### config.mk
export PLATFORM = sky130hd
export DESIGN_NAME = gtpf_ctrl
export DESIGN_NICKNAME = d
export VERILOG_FILES = /design/src/hdl/gtpf_pkg.sv /design/src/hdl/gtpf_ctrl.sv
export SDC_FILE = /design/constraint.sdc
export NUM_CORES = 1
export LEC_CHECK = 0
export ABC_AREA = 1
export BUFFER_PORTS_ARGS = -buffer_cell sky130_fd_sc_hd__buf_2
export CORE_AREA = 3 3 40 42
export CTS_CLUSTER_DIAMETER = 120
export CTS_CLUSTER_SIZE = 28
export DETAILED_ROUTE_END_ITERATION = 8
export DIE_AREA = 0 0 43 45
export GPL_TIMING_DRIVEN = 0
export PLACE_DENSITY = 0.56
export RECOVER_POWER = 100
export SETUP_SLACK_MARGIN = 0.15
export SYNTH_ARGS = -nofsm -noshare
export SYNTH_HDL_FRONTEND = slang
export SYNTH_SLANG_ARGS = --single-unit
### constraint.sdc
create_clock -name i_clk -period 2 [get_ports i_clk]
set_clock_uncertainty 0.2 [all_clocks]
set_input_delay 0.3 -clock i_clk [delete_from_list [all_inputs] [get_ports i_clk]]
set_output_delay 0.3 -clock i_clk [all_outputs]
set_load 0.02 [all_outputs]
### src/hdl/gtpf_pkg.sv
// shared types, constants and font table for the glyph to page framebuffer
package gtpf_pkg;

    localparam int DISPLAY_WIDTH  = 128;
    localparam int DISPLAY_HEIGHT = 64;
    localparam int PAGE_COUNT     = (DISPLAY_HEIGHT + 7) / 8;
    localparam int STORE_DEPTH    = DISPLAY_WIDTH * PAGE_COUNT;
    localparam int ADDR_W         = $clog2(STORE_DEPTH);
    localparam int CELL_COLS      = 5;
    localparam int CELL_ROWS      = 7;
    localparam int DRAW_STEPS     = 2 * CELL_COLS;
    localparam int STEP_W         = $clog2(DRAW_STEPS);

    localparam logic [1:0] KIND_DRAW   = 2'd0;
    localparam logic [1:0] KIND_CLEAR  = 2'd1;
    localparam logic [1:0] KIND_READ   = 2'd2;
    localparam logic [1:0] KIND_UNUSED = 2'd3;

    localparam logic [0:0] STATUS_DONE    = 1'b0;
    localparam logic [0:0] STATUS_CLIPPED = 1'b1;

    typedef struct packed {
        logic [1:0] kind;
        logic [7:0] char_code;
        logic [7:0] pos_x;
        logic [7:0] pos_y;
        logic [2:0] read_page;
        logic [6:0] read_column;
    } t_request;

    typedef struct packed {
        logic [0:0] status;
        logic [7:0] read_byte;
    } t_result;

    typedef enum logic [2:0] {
        S_INIT,
        S_IDLE,
        S_CLEAR,
        S_DRAW,
        S_READ,
        S_FLUSH,
        S_DONE
    } t_state;

    typedef struct packed {
        logic load;
        logic clear_step;
        logic draw_step;
        logic read_issue;
    } t_ctrl_cmd;

    typedef struct packed {
        logic in_clip;
        logic sweep_last;
        logic draw_last;
    } t_dp_status;

    localparam logic [0:9][0:4][7:0] FONT_DIGITS = {
        8'h3E, 8'h51, 8'h49, 8'h45, 8'h3E,  8'h00, 8'h42, 8'h7F, 8'h40, 8'h00,
        8'h42, 8'h61, 8'h51, 8'h49, 8'h46,  8'h21, 8'h41, 8'h45, 8'h4B, 8'h31,
        8'h18, 8'h14, 8'h12, 8'h7F, 8'h10,  8'h27, 8'h45, 8'h45, 8'h45, 8'h39,
        8'h3C, 8'h4A, 8'h49, 8'h49, 8'h30,  8'h01, 8'h71, 8'h09, 8'h05, 8'h03,
        8'h36, 8'h49, 8'h49, 8'h49, 8'h36,  8'h06, 8'h49, 8'h49, 8'h29, 8'h1E
    };

    localparam logic [0:25][0:4][7:0] FONT_CAPS = {
        8'h7E, 8'h11, 8'h11, 8'h11, 8'h7E,  8'h7F, 8'h49, 8'h49, 8'h49, 8'h36,
        8'h3E, 8'h41, 8'h41, 8'h41, 8'h22,  8'h7F, 8'h41, 8'h41, 8'h22, 8'h1C,
        8'h7F, 8'h49, 8'h49, 8'h49, 8'h41,  8'h7F, 8'h09, 8'h09, 8'h09, 8'h01,
        8'h3E, 8'h41, 8'h49, 8'h49, 8'h7A,  8'h7F, 8'h08, 8'h08, 8'h08, 8'h7F,
        8'h00, 8'h41, 8'h7F, 8'h41, 8'h00,  8'h20, 8'h40, 8'h41, 8'h3F, 8'h01,
        8'h7F, 8'h08, 8'h14, 8'h22, 8'h41,  8'h7F, 8'h40, 8'h40, 8'h40, 8'h40,
        8'h7F, 8'h02, 8'h0C, 8'h02, 8'h7F,  8'h7F, 8'h04, 8'h08, 8'h10, 8'h7F,
        8'h3E, 8'h41, 8'h41, 8'h41, 8'h3E,  8'h7F, 8'h09, 8'h09, 8'h09, 8'h06,
        8'h3E, 8'h41, 8'h51, 8'h21, 8'h5E,  8'h7F, 8'h09, 8'h19, 8'h29, 8'h46,
        8'h46, 8'h49, 8'h49, 8'h49, 8'h31,  8'h01, 8'h01, 8'h7F, 8'h01, 8'h01,
        8'h3F, 8'h40, 8'h40, 8'h40, 8'h3F,  8'h1F, 8'h20, 8'h40, 8'h20, 8'h1F,
        8'h3F, 8'h40, 8'h38, 8'h40, 8'h3F,  8'h63, 8'h14, 8'h08, 8'h14, 8'h63,
        8'h07, 8'h08, 8'h70, 8'h08, 8'h07,  8'h61, 8'h51, 8'h49, 8'h45, 8'h43
    };

    localparam logic [0:4][7:0] FONT_DASH    = {8'h08, 8'h08, 8'h08, 8'h08, 8'h08};
    localparam logic [0:4][7:0] FONT_DOT     = {8'h00, 8'h00, 8'h00, 8'h60, 8'h60};
    localparam logic [0:4][7:0] FONT_COLON   = {8'h00, 8'h36, 8'h36, 8'h00, 8'h00};
    localparam logic [0:4][7:0] FONT_PERCENT = {8'h63, 8'h13, 8'h08, 8'h64, 8'h63};

    localparam logic [7:0] CODE_DIGIT_0 = 8'h30;
    localparam logic [7:0] CODE_DIGIT_9 = 8'h39;
    localparam logic [7:0] CODE_CAP_A   = 8'h41;
    localparam logic [7:0] CODE_CAP_Z   = 8'h5A;
    localparam logic [7:0] CODE_DASH    = 8'h2D;
    localparam logic [7:0] CODE_DOT     = 8'h2E;
    localparam logic [7:0] CODE_COLON   = 8'h3A;
    localparam logic [7:0] CODE_PERCENT = 8'h25;

    // one glyph column, bit n is glyph row n; blank for codes without a glyph
    function automatic logic [7:0] font_column(logic [7:0] code, logic [2:0] col);
        logic [7:0] bits;
        logic [7:0] off;
        bits = 8'h00;
        off  = 8'h00;
        if (32'(col) < CELL_COLS) begin
            priority if (code >= CODE_DIGIT_0 && code <= CODE_DIGIT_9) begin
                off  = code - CODE_DIGIT_0;
                bits = FONT_DIGITS[off[3:0]][col];
            end else if (code >= CODE_CAP_A && code <= CODE_CAP_Z) begin
                off  = code - CODE_CAP_A;
                bits = FONT_CAPS[off[4:0]][col];
            end else if (code == CODE_DASH) begin
                bits = FONT_DASH[col];
            end else if (code == CODE_DOT) begin
                bits = FONT_DOT[col];
            end else if (code == CODE_COLON) begin
                bits = FONT_COLON[col];
            end else if (code == CODE_PERCENT) begin
                bits = FONT_PERCENT[col];
            end else begin
                bits = 8'h00;
            end
        end
        return bits & 8'((1 << CELL_ROWS) - 1);
    endfunction

    // rows of a page that lie on the display
    function automatic logic [7:0] page_row_mask(logic [5:0] page);
        logic [7:0] mask;
        for (int n = 0; n < 8; n++) begin
            mask[n] = (32'(page) * 8 + n) < DISPLAY_HEIGHT;
        end
        return mask;
    endfunction

endpackage

### src/hdl/gtpf_ctrl.sv
// request sequencer for the glyph to page framebuffer
module gtpf_ctrl
    import gtpf_pkg::*;
(
    input  logic       i_clk,
    input  logic       i_rst_n,
    input  logic       i_start,
    input  logic [1:0] i_kind,
    input  t_dp_status i_st,
    output t_ctrl_cmd  o_cmd,
    output logic       o_busy,
    output logic       o_done
);

    t_state r_state;
    t_state n_state;

    always_ff @(posedge i_clk) begin
        if (!i_rst_n) begin
            r_state <= S_INIT;
        end else begin
            r_state <= n_state;
        end
    end

    always_comb begin
        n_state = r_state;
        unique case (r_state)
            S_INIT: begin
                if (i_st.sweep_last) n_state = S_IDLE;
            end
            S_IDLE: begin
                if (i_start) begin
                    unique case (i_kind)
                        KIND_DRAW:   n_state = i_st.in_clip ? S_DONE : S_DRAW;
                        KIND_CLEAR:  n_state = S_CLEAR;
                        KIND_READ:   n_state = S_READ;
                        KIND_UNUSED: n_state = S_DONE;
                        default:     n_state = S_DONE;
                    endcase
                end
            end
            S_CLEAR: begin
                if (i_st.sweep_last) n_state = S_DONE;
            end
            S_DRAW: begin
                if (i_st.draw_last) n_state = S_FLUSH;
            end
            S_READ:  n_state = S_FLUSH;
            S_FLUSH: n_state = S_DONE;
            S_DONE:  n_state = S_IDLE;
            default: n_state = S_IDLE;
        endcase
    end

    always_comb begin
        o_cmd            = '0;
        o_cmd.load       = (r_state == S_IDLE) && i_start;
        o_cmd.clear_step = (r_state == S_INIT) || (r_state == S_CLEAR);
        o_cmd.draw_step  = (r_state == S_DRAW);
        o_cmd.read_issue = (r_state == S_READ);
        o_busy           = (r_state != S_IDLE);
        o_done           = (r_state == S_DONE);
    end

    a_done_single: assert property (@(posedge i_clk) disable iff (!i_rst_n)
        o_done |=> !o_done)
        else $error("result strobe held for more than one cycle");

    a_draw_enters: assert property (@(posedge i_clk) disable iff (!i_rst_n)
        (r_state == S_IDLE && i_start && i_kind == KIND_DRAW && !i_st.in_clip)
            |=> r_state == S_DRAW)
        else $error("unclipped draw request did not start drawing");

    a_flush_done: assert property (@(posedge i_clk) disable iff (!i_rst_n)
        (r_state == S_FLUSH) |=> o_done)
        else $error("flush not followed by result");

endmodule

# Yosys cells after proc, flatten, opt, wreduce, memory -nomap -nowiden
# Index checks and enable logic that the tools add are counted.
# totals
register_bits	3
in_bits	8
output_inout_bits	6
word_cells	27
# classes
n_eq_ne	14
muxes	7
n_reduce_logical	5
# op_table
operator	count
case mux 3 bit (6 select lines)	1
two-way mux 3 bit	5
case mux 3 bit (4 select lines)	1
== test 3 bit, second input constant	3
inequality test 2 bit, second input constant	4
== test 3 x 2 -> 1 bit, second input constant	2
== test 2 bit, second input constant	2
AND reduction 4 bit	1
== test 3 x 1 -> 1 bit, second input constant	1
zero test 3 bit	1
inequality test 3 x 1 -> 1 bit, second input constant	1
== test 2 x 1 -> 1 bit, second input constant	1
zero test 2 bit	1
logical AND 1 bit	1
logical OR 1 bit	1

# Depth between registers and ports, before layout
# Gate-level depths: netlist (run 1).
# logic_depth
word_depth	4
mapped_depth	8
ltp_nobuf	7

# Worst setup path after synthesis (run 1)
# OpenSTA, ideal clock, no wires.
# synth_path
path_type	reg2out
from	register r_state[1]
to	output o_cmd[3] in the netlist's numbering
arrival_time_ps	969
t_required_ps	1500
slack_ps	531
stages_incl_launch_ff	5
path_buffers	1
cell_sequence	dfxtp_1 buf_6 inv_2 nand3_2 nor2_1
# synth_rtl
item	line_no	rtl
from (decl)	gtpf_ctrl.sv:15	t_state r_state;
from (signal assigned)	gtpf_ctrl.sv:22	r_state <= n_state;
to (decl)	gtpf_ctrl.sv:10	output t_ctrl_cmd o_cmd,

==> summary.txt, run 1 <==
cell taking the most area after synthesis: sky130_fd_sc_hd__dfxtp_1
registers with the most flip-flops: r_state x3
synthesized net count: 61
total area of sequential cells: 60.1 um^2
Slew HR: 83.1%
Final Max Slew Viols: 0
sequential fraction of design power: 20.9%
combinational family with the most area after synthesis: simple AND/OR/NAND/NOR gates
crit path setup slack, layout: 328 ps
multi-input gate area in the final layout: 180 um^2
register with the most flip-flops: r_state
initial cell density of the core: 23.3%
proportion of synthesized area in mux cells: 0%
Synth Area in XOR/XNOR: 0%
largest stage delay on the critical path: 300 ps
RSZ-0062 raised after global routing: false
instance count along the most critical hold path: 3
Area growth, synth to finish: 34.3%
max reg flops: 3
number of global-route vias before repair: 288
final HPWL from detailed placement: 573 um
wire length per cell: 8.22 um
arrival time of data at the critical path endpoint: 1170 ps
sequential-to-total area share from yosys stat: 20.1%
maximum frequency from static timing analysis: 598 MHz
data required time at the worst endpoint: 1500 ps
first-iteration detailed-routing DRC count: 1
worst slack on hold paths: 71.3 ps
number of sinks handled by clock tree synthesis: 3
crit path capture type: output port
final critical path time including I/O delays and setup: 1670 ps
flops & latches, synth: 3
area share of the leading cell type in the synthesized netlist: 20.1%
hold buffer count at cts: 0
DRC viols: 0
first-pass GRT wire length: 1080 um
Worst Max-Slew Pin Slew: 254 ps
Internal Dissipation: 0.250 mW
final wirelength: 699 um
most used flip-flop cell after synthesis: sky130_fd_sc_hd__dfxtp_1
synth cell count leaders: sky130_fd_sc_hd__nand2_1, sky130_fd_sc_hd__inv_1, sky130_fd_sc_hd__nor2_1
total core area: 1280 um^2
overall overflow remaining after global route: 0
pwr/cell area: 1190 nW/um^2
hold crit path type: primary input to register
share of the clock period used by the worst path: 83.6%
row count: 13
horizontal extent of the die: 43 um
DRT antenna net count: 0
status: finished, final reports clean
Cell Count, Final, Fillers Out: 85
setup tns final: 0 ps
number of nets at the end of the flow: 79
Pre-antenna DRT Iters: 2
H-tree lvl count: 1
number of synthesized flops with an enable pin: 0
Max VDD drop: 0.000379 V
Resized cells post-CTS: 0
Synth cell types: 14
layout filler cell count: 159
list of cells traversed by the critical path: buf_6 > inv_2 > nand3_2 > nor2_1 > clkbuf_1
switching power share of the total: 47.9%
largest net degree at the start of global routing: 9
Finish-stage setup viols: 0
clock insertion delay at the later pin of the skew report: 230 ps
post-detailed-route via-to-cell ratio: 4.04
height of the die: 45 um
overall via count from detail_route: 343
number of placed I/O pins: 14
TritonCTS clock tree: built
layout cell share with drive strength beyond 1: 27.1%
clock network fraction of total power: 22.2%
count of endpoints failing hold in the final timing report: 0
proportion of synthesized flip-flops having asynchronous set or reset: 0%
antenna fix cells: 0
overall track demand over capacity in global routing: 7.66%
worst reg2reg path depth: 7
most frequently used cell type in the post-synthesis netlist: sky130_fd_sc_hd__nand2_1
adder-cell area share of the yosys netlist: 0%
TritonCTS Buffers: 3
die footprint: 1940 um^2
worst setup slack before clock tree synthesis: 642 ps
Max-cap violations: 0
startpoint type of the worst setup path: register
Max stage delay cell, worst path: sky130_fd_sc_hd__dfxtp_1
combined area of all synthesized cells: 299 um^2
leakage dissipation: 0.231 nW
top post-synthesis cells by area: sky130_fd_sc_hd__dfxtp_1, sky130_fd_sc_hd__nand2_1, sky130_fd_sc_hd__inv_1
Post-CTS Setup Inserts: 0
WS Path Type: register to output port
largest fanout on the critical path: 8
Final Total Pwr: 0.479 mW
warning count from the yosys run: 0
clock slew at reported path FFs: 40 ps
DP Cell Count: 81
post-synthesis instance total: 53
combinational cell fraction of total power: 56.9%
initial antenna violation count: 0
clock tree buffer depth: 2
Routability Congestion: 0.761
fraction of the mapped netlist area in compound gates: 9.62%
mean instance size in the synthesized netlist: 5.64 um^2
area share of and/or/nand/nor cells after synthesis: 51.5%
count of port buffers added during placement: 13
switching power of the nets: 0.229 mW
root buffer cell: sky130_fd_sc_hd__clkbuf_4
## power groups by stage
stage / clock network (mW) / registers [mW] / logic (mW)
floorplan: 0 / 0.100 / 0.220
global placement: 0 / 0.105 / 0.285
detailed placement: 0 / 0.105 / 0.285
CTS: 0.114 / 0.104 / 0.287
global route: 0.116 / 0.102 / 0.312
finish: 0.106 / 0.100 / 0.272
## cell type report
cell class,count,share of cell area [%]
flip-flops and latches,3,15.0
well taps,15,4.67
repair buffers,13,15.0
clock buffers,4,6.54
plain buffers,1,2.80
inverters,12,11.2
multi-input cells,37,44.9
## final timing paths
| kind | start | to | slack [ps] |
|---|---|---|---|
| worst max-delay path | r_state[1] | o_cmd[3] | 330 |
| worst min-delay path | i_rst_n | r_state[0] | 70 |
| worst max register to register | r_state[2] | r_state[0] | 680 |
| worst min register to register | r_state[1] | r_state[1] | 400 |
## placed cells by master, fill, tap and decap left out, types with 2 or more instances in the layout
master	instances
sky130_fd_sc_hd__nand2_1	12
sky130_fd_sc_hd__inv_1	11
sky130_fd_sc_hd__nor2_1	10
sky130_fd_sc_hd__buf_2	9
sky130_fd_sc_hd__nand3_1	5
sky130_fd_sc_hd__clkbuf_1	5
sky130_fd_sc_hd__clkbuf_4	3
sky130_fd_sc_hd__dfxtp_1	3
sky130_fd_sc_hd__nand3_2	2
sky130_fd_sc_hd__o21ai_0	2
## layer usage
| metal | wire length, um | vias to the layer above | GRT usage, % |
|---|---|---|---|
| met1 | 324 | 138 | 9.40 |
| li1 | - | 195 | - |
| met3 | 30 | 2 | 1.20 |
| met4 | 15 | 0 | 7.23 |
| met2 | 328 | 8 | 11.4 |
| met5 | 0 | - | 0 |
## critical path, delay by kind of cell, from the launching register on
family / cells / cell delay, ps
AND/OR/NAND/NOR: 2 / 200
buffers and inverters: 3 / 430
flip-flops: 1 / 300
## through the flow
stage          area (um^2)  util (%)
2_1_floorplan          299         -
3_3_place_gp           383      29.8
3_5_place_dp           383      29.8
4_1_cts                409      31.8
5_1_grt                402      31.3
6_report               402      31.3
## cells by family after synthesis
group | count (synthesis)
AOI/OAI and AO/OA | 5
buffers and inverters | 13
DFF | 3
and+or+nand+nor | 32
Power figures use the tool's default switching activity.
==> run 2, diff against run 1 <==
Settings changed: PLACE_DENSITY 0.56 to 0.57.
Clock period 2 ns to 1.5 ns, I/O delays scaled along.
==> run 2 against run 1 <==
Net effect: clock power increased by 32%; largest cell class unchanged; utilization rose by 7.6 points; critical endpoint unchanged; total power rose by 66%; register-to-register slack worse by 500 ps; combinational power increased by 81%; count of clock-buffer cells in the layout unchanged; critical path depth is the same; design area is 24% higher; cell count grew 5.9%; sequential share of layout area down 1.4 points; sequential power up 65%; global-route usage increased by 0.74 points.
==> summary.txt, run 2 (same netlist as run 1, synthesis figures left out) <==
horizontal extent of the die: 43 um (unchanged)
max reg flops: 3 (unchanged)
leakage dissipation: 0.275 nW (+19%)
commonest cells after routing, fill and taps aside: sky130_fd_sc_hd__nand2_1, sky130_fd_sc_hd__inv_1, sky130_fd_sc_hd__nor2_1
pwr/cell area: 1600 nW/um^2 (+34%)
startpoint type of the worst setup path: register
first-iteration detailed-routing DRC count: 8 (+7)
share of the clock period used by the worst path: 96.2%
TritonCTS Buffers: 3 (unchanged)
Area growth, synth to finish: 66.9%
initial antenna violation count: 0 (unchanged)
Cell Count, Final, Fillers Out: 90 (+5.9%)
overall overflow remaining after global route: 0 (unchanged)
number of global-route vias before repair: 329 (+14%)
Final Max Slew Viols: 0 (unchanged)
number of placed I/O pins: 14 (unchanged)
clock insertion delay at the later pin of the skew report: 230 ps (about the same)
final HPWL from detailed placement: 591 um (+3.2%)
Final Total Pwr: 0.797 mW (+66%)
total core area: 1280 um^2 (unchanged)
H-tree lvl count: 1 (unchanged)
Slew HR: 90.6% (+7.5 points)
wire length per cell: 8.97 um (+9.0%)
status: finished, final reports clean
Routability Congestion: 0.768 (+1.0%)
count of endpoints failing hold in the final timing report: 0 (unchanged)
setup tns final: 0 ps (unchanged)
DRT antenna net count: 0 (unchanged)
registers with the most flip-flops: r_state x3
final wirelength: 807 um (+15%)
hold crit path type: primary input to register
Worst Max-Slew Pin Slew: 140 ps (-114 ps)
crit path capture type: output port
multi-input gate area in the final layout: 210 um^2 (+17%)
count of port buffers added during placement: 13 (unchanged)
number of sinks handled by clock tree synthesis: 3 (unchanged)
antenna fix cells: 0 (unchanged)
largest fanout on the critical path: 7 (-1)
initial cell density of the core: 23.3% (unchanged)
Max VDD drop: 0.000753 V (+99%)
overall via count from detail_route: 390 (+14%)
overall track demand over capacity in global routing: 8.40% (+0.74 points)
register with the most flip-flops: r_state
final critical path time including I/O delays and setup: 1440 ps
DRC viols: 0 (unchanged)
die footprint: 1940 um^2 (unchanged)
DP Cell Count: 81 (unchanged)
data required time at the worst endpoint: 1070 ps (-430 ps)
Max-cap violations: 0 (unchanged)
largest net degree at the start of global routing: 9 (unchanged)
post-detailed-route via-to-cell ratio: 4.33 (+7.4%)
Pre-antenna DRT Iters: 3 (+1)
Finish-stage setup viols: 0 (unchanged)
clock tree buffer depth: 2 (unchanged)
layout cell share with drive strength beyond 1: 48.0% (+21 points)
total area of sequential cells: 67.6 um^2 (+13%)
row count: 13 (unchanged)
RSZ-0062 raised after global routing: true
layout filler cell count: 143 (-10%)
TritonCTS clock tree: built
root buffer cell: sky130_fd_sc_hd__clkbuf_4
clock slew at reported path FFs: 40 ps (about the same)
height of the die: 45 um (unchanged)
commonest non-fill, non-tap cell in the layout: sky130_fd_sc_hd__nand2_1
arrival time of data at the critical path endpoint: 1020 ps (-150 ps)
first-pass GRT wire length: 1240 um (+15%)
number of nets at the end of the flow: 84 (+6.3%)
WS Path Type: register to output port
maximum frequency from static timing analysis: 693 MHz
-- run 2: cell count changes in the layout (fill, tap and decap cells not counted), moves of 3 or more --
cell | before | now
sky130_fd_sc_hd__buf_4 | 0 | 7
sky130_fd_sc_hd__clkbuf_1 | 5 | 1
sky130_fd_sc_hd__clkbuf_2 | 0 | 3
sky130_fd_sc_hd__inv_4 | 0 | 3
-- run 2: worst max-delay path, stage by stage (launching register included) --
cell,delay (ps)
sky130_fd_sc_hd__dfxtp_1,300
sky130_fd_sc_hd__buf_6,130
sky130_fd_sc_hd__inv_4,60
sky130_fd_sc_hd__nand3_4,80
sky130_fd_sc_hd__nor2_4,80
sky130_fd_sc_hd__buf_4,140
-- run 2: layout make-up --
type / instances / area share [%]
buffer: 1 / 2.26
sequential: 3 / 13.5
tap: 15 / 3.76
clock buffer: 4 / 5.26
timing repair buffer: 18 / 22.6
inverter: 12 / 10.5
multi-input combinational: 37 / 42.1
-- run 2: where the power goes --
group	leakage (nW)	internal [mW]	switching, mW	total, mW
sequential	0.0260	0.115	0.0501	0.165
clock	0.0150	0.0996	0.0405	0.140
combinational	0.234	0.213	0.278	0.491
total	0.275	0.428	0.369	0.797
-- run 2: timing repair --
action                                  4_1_cts  5_1_grt
pin swaps                                     2        4
endpoints found under the hold margin         1        0
hold buffers                                  1        0
resized for setup                            10        9
buffers inserted                              3        1
endpoints found under the setup margin        6        9
-- run 2: worst paths after layout --
check	cells past startpoint	slack [ps]	to	from
worst max-delay path	5	60	o_cmd[3]	r_state[1]
worst min-delay path	5	220	r_state[2]	i_kind[1]
worst max register to register	9	180	r_state[0]	r_state[1]
worst min register to register	4	540	r_state[1]	r_state[1]
-- run 2: stage by stage --
stage | cell area [um^2] | hold slack (ps) | util (%) | setup WS (ps)
CTS | 473 | 216 | 36.8 | 28.4
global route | 499 | 251 | 38.9 | 20.9
detailed placement | 385 | 231 | 30.0 | 223
floorplan | 302 | 123 | - | 186
finish | 499 | 222 | 38.9 | 56.3
global placement | 385 | 227 | 30.0 | 215
-- run 2: metal layers --
metal	track usage [%]	vias up	part of all wire, %
li1	-	208	-
met3	3.98	0	3.8
met5	0	-	0
met4	0	0	0
met2	16.2	5	53
met1	8.87	177	43
